File: config.mk
export PLATFORM = sky130hd
export DESIGN_NAME = ssc_cell
export DESIGN_NICKNAME = d
export VERILOG_FILES = /design/src/design/ssc_pkg.sv /design/src/design/ssc_cell.sv
export SDC_FILE = /design/constraint.sdc
export NUM_CORES = 1
export LEC_CHECK = 0
export BUFFER_PORTS_ARGS = -buffer_cell sky130_fd_sc_hd__buf_2
export CAP_MARGIN = 0
export CORE_UTILIZATION = 48
export DETAILED_ROUTE_END_ITERATION = 8
export GPL_TIMING_DRIVEN = 0
export PLACE_DENSITY_LB_ADDON = 0.12
export SLEW_MARGIN = 20
export SYNTH_ARGS = -nofsm -noshare
export SYNTH_HDL_FRONTEND = slang
export SYNTH_SLANG_ARGS = --single-unit
File: constraint.sdc
create_clock -name clk -period 4.4 [get_ports clk]
set_input_delay 0.88 -clock clk [delete_from_list [all_inputs] [get_ports clk]]
set_output_delay 0.88 -clock clk [all_outputs]
set_load 0.05 [all_outputs]
File: src/design/ssc_pkg.sv
// ----------------------------------------------------------------------------
// ssc_pkg
// Shared types and constants of the selection sort with counts block.
// ----------------------------------------------------------------------------
`default_nettype none

package ssc_pkg;

  localparam int unsigned ValueWidth   = 32;
  localparam int unsigned CompareWidth = 11;
  localparam int unsigned SwapWidth    = 6;

  typedef struct packed {
    logic                          valid;
    logic signed [ValueWidth-1:0]  value;
  } ssc_elem_t;

  typedef enum logic [1:0] {
    ST_LOAD,
    ST_SETTLE,
    ST_DRAIN
  } ssc_state_t;

endpackage

`default_nettype wire

File: src/design/ssc_cell.sv
// ----------------------------------------------------------------------------
// ssc_cell
// One cell of the sorting chain. It keeps the smaller of its held value and
// the value coming from the left and passes the larger one to the right. In
// shift mode it takes the held value of its right neighbor.
// ----------------------------------------------------------------------------
`default_nettype none

module ssc_cell (
  input  wire logic              clk,
  input  wire logic              rst,
  input  wire logic              shift,
  input  wire ssc_pkg::ssc_elem_t link_in,
  input  wire ssc_pkg::ssc_elem_t right_held,
  output ssc_pkg::ssc_elem_t     link_out,
  output ssc_pkg::ssc_elem_t     held
);
  import ssc_pkg::*;

  ssc_elem_t held_next;
  ssc_elem_t pass_next;

  always_comb begin
    held_next = held;
    pass_next = link_in;
    pass_next.valid = 1'b0;
    priority if (shift) begin
      held_next = right_held;
    end else if (link_in.valid) begin
      if (!held.valid) begin
        held_next = link_in;
      end else if (link_in.value < held.value) begin
        held_next = link_in;
        pass_next = held;
      end else begin
        pass_next = link_in;
      end
    end else begin
      pass_next.valid = 1'b0;
    end
  end

  always_ff @(posedge clk) begin
    if (rst) begin
      held.valid     <= 1'b0;
      link_out.valid <= 1'b0;
    end else begin
      held.valid     <= held_next.valid;
      link_out.valid <= pass_next.valid;
    end
    held.value     <= held_next.value;
    link_out.value <= pass_next.value;
  end

endmodule

`default_nettype wire

==> results of run 1 <==
## synth_stat cells (2+ instances only)
master,n
nor3_2,2
nand2b_1,2
buf_2,9
a21oi_1,46
buf_6,3
edfxtp_1,32
a311oi_1,13
o211ai_1,31
dfxtp_1,34
nor2_1,7
or3_1,30
buf_1,3
mux2_2,32
clkbuf_1,28
nand2_1,70
a21o_1,2
nand3_1,4
inv_1,31
and3_1,32
o21ai_0,4
a311oi_2,18
nand4_1,7
ha_1,31
nor3b_1,31
## logic make-up after synthesis
family	synth area share, %
AOI/OAI and AO/OA	19.85
buffers and inverters	6.776
adders and majority gates	8.238
muxes	7.893
DFF	34.87
and+or+nand+nor	22.38
## stage by stage
| step | hold WS [ns] | total power [mW] |
|---|---|---|
| 4_1_cts | 0.5299 | 2.102 |
| 5_1_grt | 0.5669 | 2.197 |
| 3_3_place_gp | 0.4893 | 1.606 |
| 2_1_floorplan | 0.8426 | 1.390 |
| 6_report | 0.5253 | 2.102 |
| 3_5_place_dp | 0.5042 | 1.628 |
## where the power goes
part	leakage, nW	internal (mW)	switching, mW	total, mW
Clock	0.0932	0.234	0.245	0.478
Sequential	0.610	0.729	0.0359	0.765
Combinational	1.84	0.251	0.609	0.860
Total	2.55	1.21	0.889	2.10
## sequential cells by signal (all words and copies together) (netlist names)
register,count
link_out,33
held,33
## cell type report
| type | instances | area share (%) |
|---|---|---|
| sequential | 66 | 28.53 |
| timing repair buffer | 135 | 12.24 |
| clock inverter | 3 | 0.2609 |
| inverter | 31 | 2.022 |
| buffer | 44 | 3.522 |
| tap | 129 | 2.805 |
| multi-input combinational | 374 | 47.86 |
| clock buffer | 13 | 2.761 |
## routing by layer
metal | GRT usage, % | vias up | part of all wire, %
met1 | 36.74 | 2172 | 43
li1 | - | 2225 | -
met2 | 46.15 | 244 | 48
met3 | 4.300 | 22 | 8.3
met5 | 0 | - | 0
met4 | 10.70 | 0 | 1.4
## worst paths after layout
check	endpoint	startpoint	slack (ns)	cells past startpoint
setup / recovery	held[13]	link_in[30]	0.86	11
hold / removal	link_out[31]	held[31]	0.53	1
setup reg to reg	held[13]	held[30]	1.09	11
hold reg to reg	link_out[31]	held[31]	0.53	1
## cell usage in the layout, fill, tap and decap left out, types with 18 or more instances in the layout
| cell | count |
|---|---|
| or3_1 | 30 |
| ha_1 | 31 |
| o211ai_1 | 31 |
| and3_1 | 32 |
| a311oi_2 | 18 |
| clkbuf_1 | 30 |
| buf_2 | 142 |
| inv_1 | 31 |
| mux2_2 | 32 |
| nand2_1 | 70 |
| nor3b_1 | 31 |
| a21oi_1 | 46 |
| dfxtp_1 | 34 |
| edfxtp_1 | 32 |
==> results_dict.tcl, run 1 <==
set metrics [dict create \
    finalHoldViolations 0 \
    fp-row-count 35 \
    start_util_pct 50.24 \
    utilization_pct 61.40 \
    syn2layout_area_growth_pct 22.22 \
    synth_top_area_cell "edfxtp_1" \
    async_flop_share_pct 0 \
    wl_per_cell_um 17.45 \
    ioPinCount 135 \
    setup_ws_ns 0.8557 \
    post_dp_cell_area_um2 5580 \
    drc 0 \
    dp_slack_ns 0.4728 \
    cts_root_buffer "clkbuf_8" \
    cp.required_ns 4.45 \
    ant_nets 0 \
    nFillCells 878 \
    critPathLaunchType "primary input" \
    fmax_mhz 282.1 \
    routed_via_density 5.865 \
    synthesis.nets 615 \
    critPathTopFamily "simple AND/OR/NAND/NOR gates" \
    dp.cells 779 \
    syn_area_per_cell_um2 9.142 \
    tritoncts "done" \
    path_clk_slew_ns 0.07 \
    grt_overflow 0 \
    synth_ff_type "dfxtp_1" \
    cts_buffer_depth 2 \
    regArea_um2 1642 \
    synth_edf_count 32 \
    numPortBuffers 133 \
    clock_sinks 66 \
    die_w_um 101.0 \
    cp.arrival_ns 3.60 \
    dp_hpwl_um 9998 \
    status "complete, no violations" \
    crit_chain "buf_2, ha_1, nand4_1, nor2_1, a221oi_2, and3_1, buf_4, buf_2, a21oi_1, nor3_4, buf_6" \
    drv_cap 0 \
    peakVddDrop_mv 0.1810 \
    setup_viol 0 \
    crit_path_max_incr_delay_ns 0.56 \
    vias 4663 \
    cp_slowest_cell "nor3_4" \
    path_common_cell "buf_2" \
    cp-end-kind "register" \
    finalInstanceArea_um2 5754 \
    rsz0062_at_grt "no" \
    cts_made_buffers 9 \
    p_per_area_nw_per_um2 365.3 \
    antenna_found_initial 0 \
    synth-seq-cells 66 \
    critPathMaxFanout 10 \
    layout.nets 761 \
    grt_pass1_vias 4526 \
    slew_headroom_pct 56.57 \
    drive_gt1_share_pct 32.58 \
    drtIter0Drc 289 \
    yosysUniqueCellTypes 37 \
    fin_crit_ns 3.544 \
    synth_cells 515 \
    ys_seq_area_share_pct 34.87 \
    fin_setup_tns_ns 0 \
    gp_congestion 0.8300 \
    grt_pass1_wl_um 22140 \
    cts.htree.levels 3 \
    p_leak_nw 2.548 \
    post_cts_resized 0 \
    fin_crit_sh_pct 80.55 \
    post_cts_buffers 0 \
    worstSetupPathType "in -> reg" \
    drt_pre_antenna_iters 5 \
    ys_warn_count 0 \
    instances_no_fill 795 \
    synthTopCellsByArea "edfxtp_1 20%, dfxtp_1 14%, ha_1 8.2%" \
    crit_buf_inv 4 \
    multi_input_area_um2 2754 \
    die_h_um 101.0 \
    finClkSkew_ns 0.01243 \
    clock_latency_ns 0.35 \
    holdBufCountCts 0 \
    maxSlewViolCount 0 \
    antennaDiodeCount 0 \
    tightest_slew_ns 0.6514 \
    finalWirelength_um 13880 \
    synth_top_area_share_pct 20.41 \
    hold_path.class "reg -> reg" \
    core_um2 9371 \
    grt_max_degree 16 \
    syn_area_um2 4708 \
    grt_usage_pct 27.96 \
    die-area_um2 10210 \
]
No activity file was read; power rests on OpenSTA's default activity.
==> run 2, diff against run 1 <==
clock period = 3.11 ns   (was 4.4 ns; I/O delays follow)
==> results_dict.tcl, run 2 (synthesized netlist as in run 1, its figures left out) <==
set metrics [dict create \
    slew_headroom_pct 58.13 \
    intPower_mw 1.783 \
    combPwrFrac_pct 40.4 \
    r2r_start "held[2]" \
    die_w_um 101.0 \
    power_switching_share_pct 41.41 \
    p_total_mw 3.042 \
    p_leak_nw 2.580 \
    path_clk_slew_ns 0.08 \
    pwr-share-seq_pct 35.5 \
    cts_root_buffer "clkbuf_8" \
    numPortBuffers 133 \
    hold-worst-slack_ns 0.4373 \
    finalWirelength_um 14200 \
    largestRegisters "held x33, link_out x33" \
    finalHoldViolations 0 \
    cp.arrival_ns 3.02 \
    hold_path.class "in -> reg" \
    start_util_pct 50.24 \
    grt_overflow 0 \
    p_per_area_nw_per_um2 522.3 \
    vias 4719 \
    met3_wirelength_um 1156 \
    drt_pre_antenna_iters 5 \
    whs_path_depth 2 \
    final_cell_mix "141 x buf_2, 70 x nand2_1, 45 x a21oi_1" \
    worstHoldStart "rst" \
    setup_viol 0 \
    fin_crit_ns 2.972 \
    maxSlewViolCount 0 \
    routed_via_density 5.899 \
    clock_latency_ns 0.35 \
    layout.nets 766 \
    drc 0 \
    crit_chain "inv_1, ha_1, a211o_1, a31oi_1, o311a_1, nor3_2, o31ai_2, buf_6, buf_8, a21oi_4, nor3_4, buf_4, buf_16" \
    die-area_um2 10210 \
    cp_slowest_cell "edfxtp_1" \
    grt_max_degree 15 \
    cts_buffer_depth 2 \
    gp_congestion 0.8284 \
    dp_hpwl_um 10080 \
    setup_ws_ns 0.1376 \
    core_um2 9371 \
    rsz0062_at_grt "no" \
    drv_cap 0 \
    cp-end-kind "register" \
    met2_length_um 6594 \
    fp-row-count 35 \
    tritoncts "done" \
    crit_buf_inv 5 \
    tightest_slew_ns 0.6281 \
    drive_gt1_share_pct 33.23 \
    grt_pass1_wl_um 22190 \
    critPathTopFamily "compound AO/OA/AOI/OAI gates" \
    cp.required_ns 3.16 \
    fmax_mhz 336.4 \
    r2r_cells 13 \
    wl_per_cell_um 17.75 \
    utilization_pct 62.16 \
    finClkSkew_ns 0.01867 \
    p_switching_mw 1.260 \
    cts.htree.levels 3 \
    grt_pass1_vias 4621 \
    syn2layout_area_growth_pct 23.73 \
    antennaDiodeCount 0 \
    critPathMaxFanout 14 \
    dp_slack_ns -0.6253 \
    ioPinCount 135 \
    fin_crit_sh_pct 95.58 \
    status "complete, no violations" \
    peakVddDrop_mv 0.2558 \
    holdPathEnd "held[32]" \
    power_frac_clock_pct 24.1 \
    cts_made_buffers 9 \
    grt_usage_pct 28.27 \
    final_common_cell "buf_2" \
    highest_layer "met5" \
    m1WireLength_um 6165 \
    die_h_um 101.0 \
    worstSetupPathType "reg -> reg" \
    clock_sinks 66 \
    drtIter0Drc 319 \
    critPathLaunchType "register" \
    crit_path_max_incr_delay_ns 0.43 \
    antenna_found_initial 1 \
    reg2reg_slack_ns 0.14 \
    ant_nets 0 \
    r2r_end "held[18]" \
]
-- run 2: layer usage --
metal	up-vias	global-route usage, %
li1	2230	-
met1	2222	36.76
met2	236	45.26
met3	29	5.825
met4	2	12.37
met5	-	0
-- run 2: worst max path at each step --
| stage | from | endpoint | cells after the start |
|---|---|---|---|
| CTS | held[31] | held[19] | 9 |
| global placement | link_in[31] | held[16] | 7 |
| floorplan | held[2] | held[0] | 11 |
| finish | held[2] | held[18] | 13 |
| detailed placement | link_in[31] | held[15] | 8 |
| global route | held[2] | held[18] | 13 |
-- run 2: cell type report --
class	instances	area, µm²
Clock buffer	13	148.9
Sequential cell	66	1642
Multi-Input combinational cell	374	2765
Inverter	31	116.4
Timing Repair Buffer	140	742.0
Clock inverter	3	40.04
Fill cell	839	3546
Tap cell	129	161.4
Buffer	44	210.2
-- run 2: timing repair --
action,in CTS,in global routing
pin swaps,1,0
endpoints found under the setup margin,32,23
resized for setup,0,3
hold buffers,0,0
setup buffers,2,3
-- run 2: through the flow --
step / area (µm²) / setup TNS [ns] / cells
2_1_floorplan: 4730 / -13.00 / 515
3_3_place_gp: 5557 / -37.88 / 777
3_5_place_dp: 5595 / -18.03 / 779
4_1_cts: 5799 / 0 / 797
5_1_grt: 5826 / 0 / 800
6_report: 5826 / 0 / 800
-- run 2: power groups by stage --
| stage | logic [mW] | registers [mW] | clock network [mW] |
|---|---|---|---|
| after global placement | 1.18 | 1.10 | 0 |
| after floorplan | 0.502 | 1.47 | 0 |
| final | 1.23 | 1.08 | 0.732 |
| after detailed placement | 1.21 | 1.10 | 0 |
| after CTS | 1.22 | 1.08 | 0.738 |
| after global routing | 1.31 | 1.09 | 0.774 |
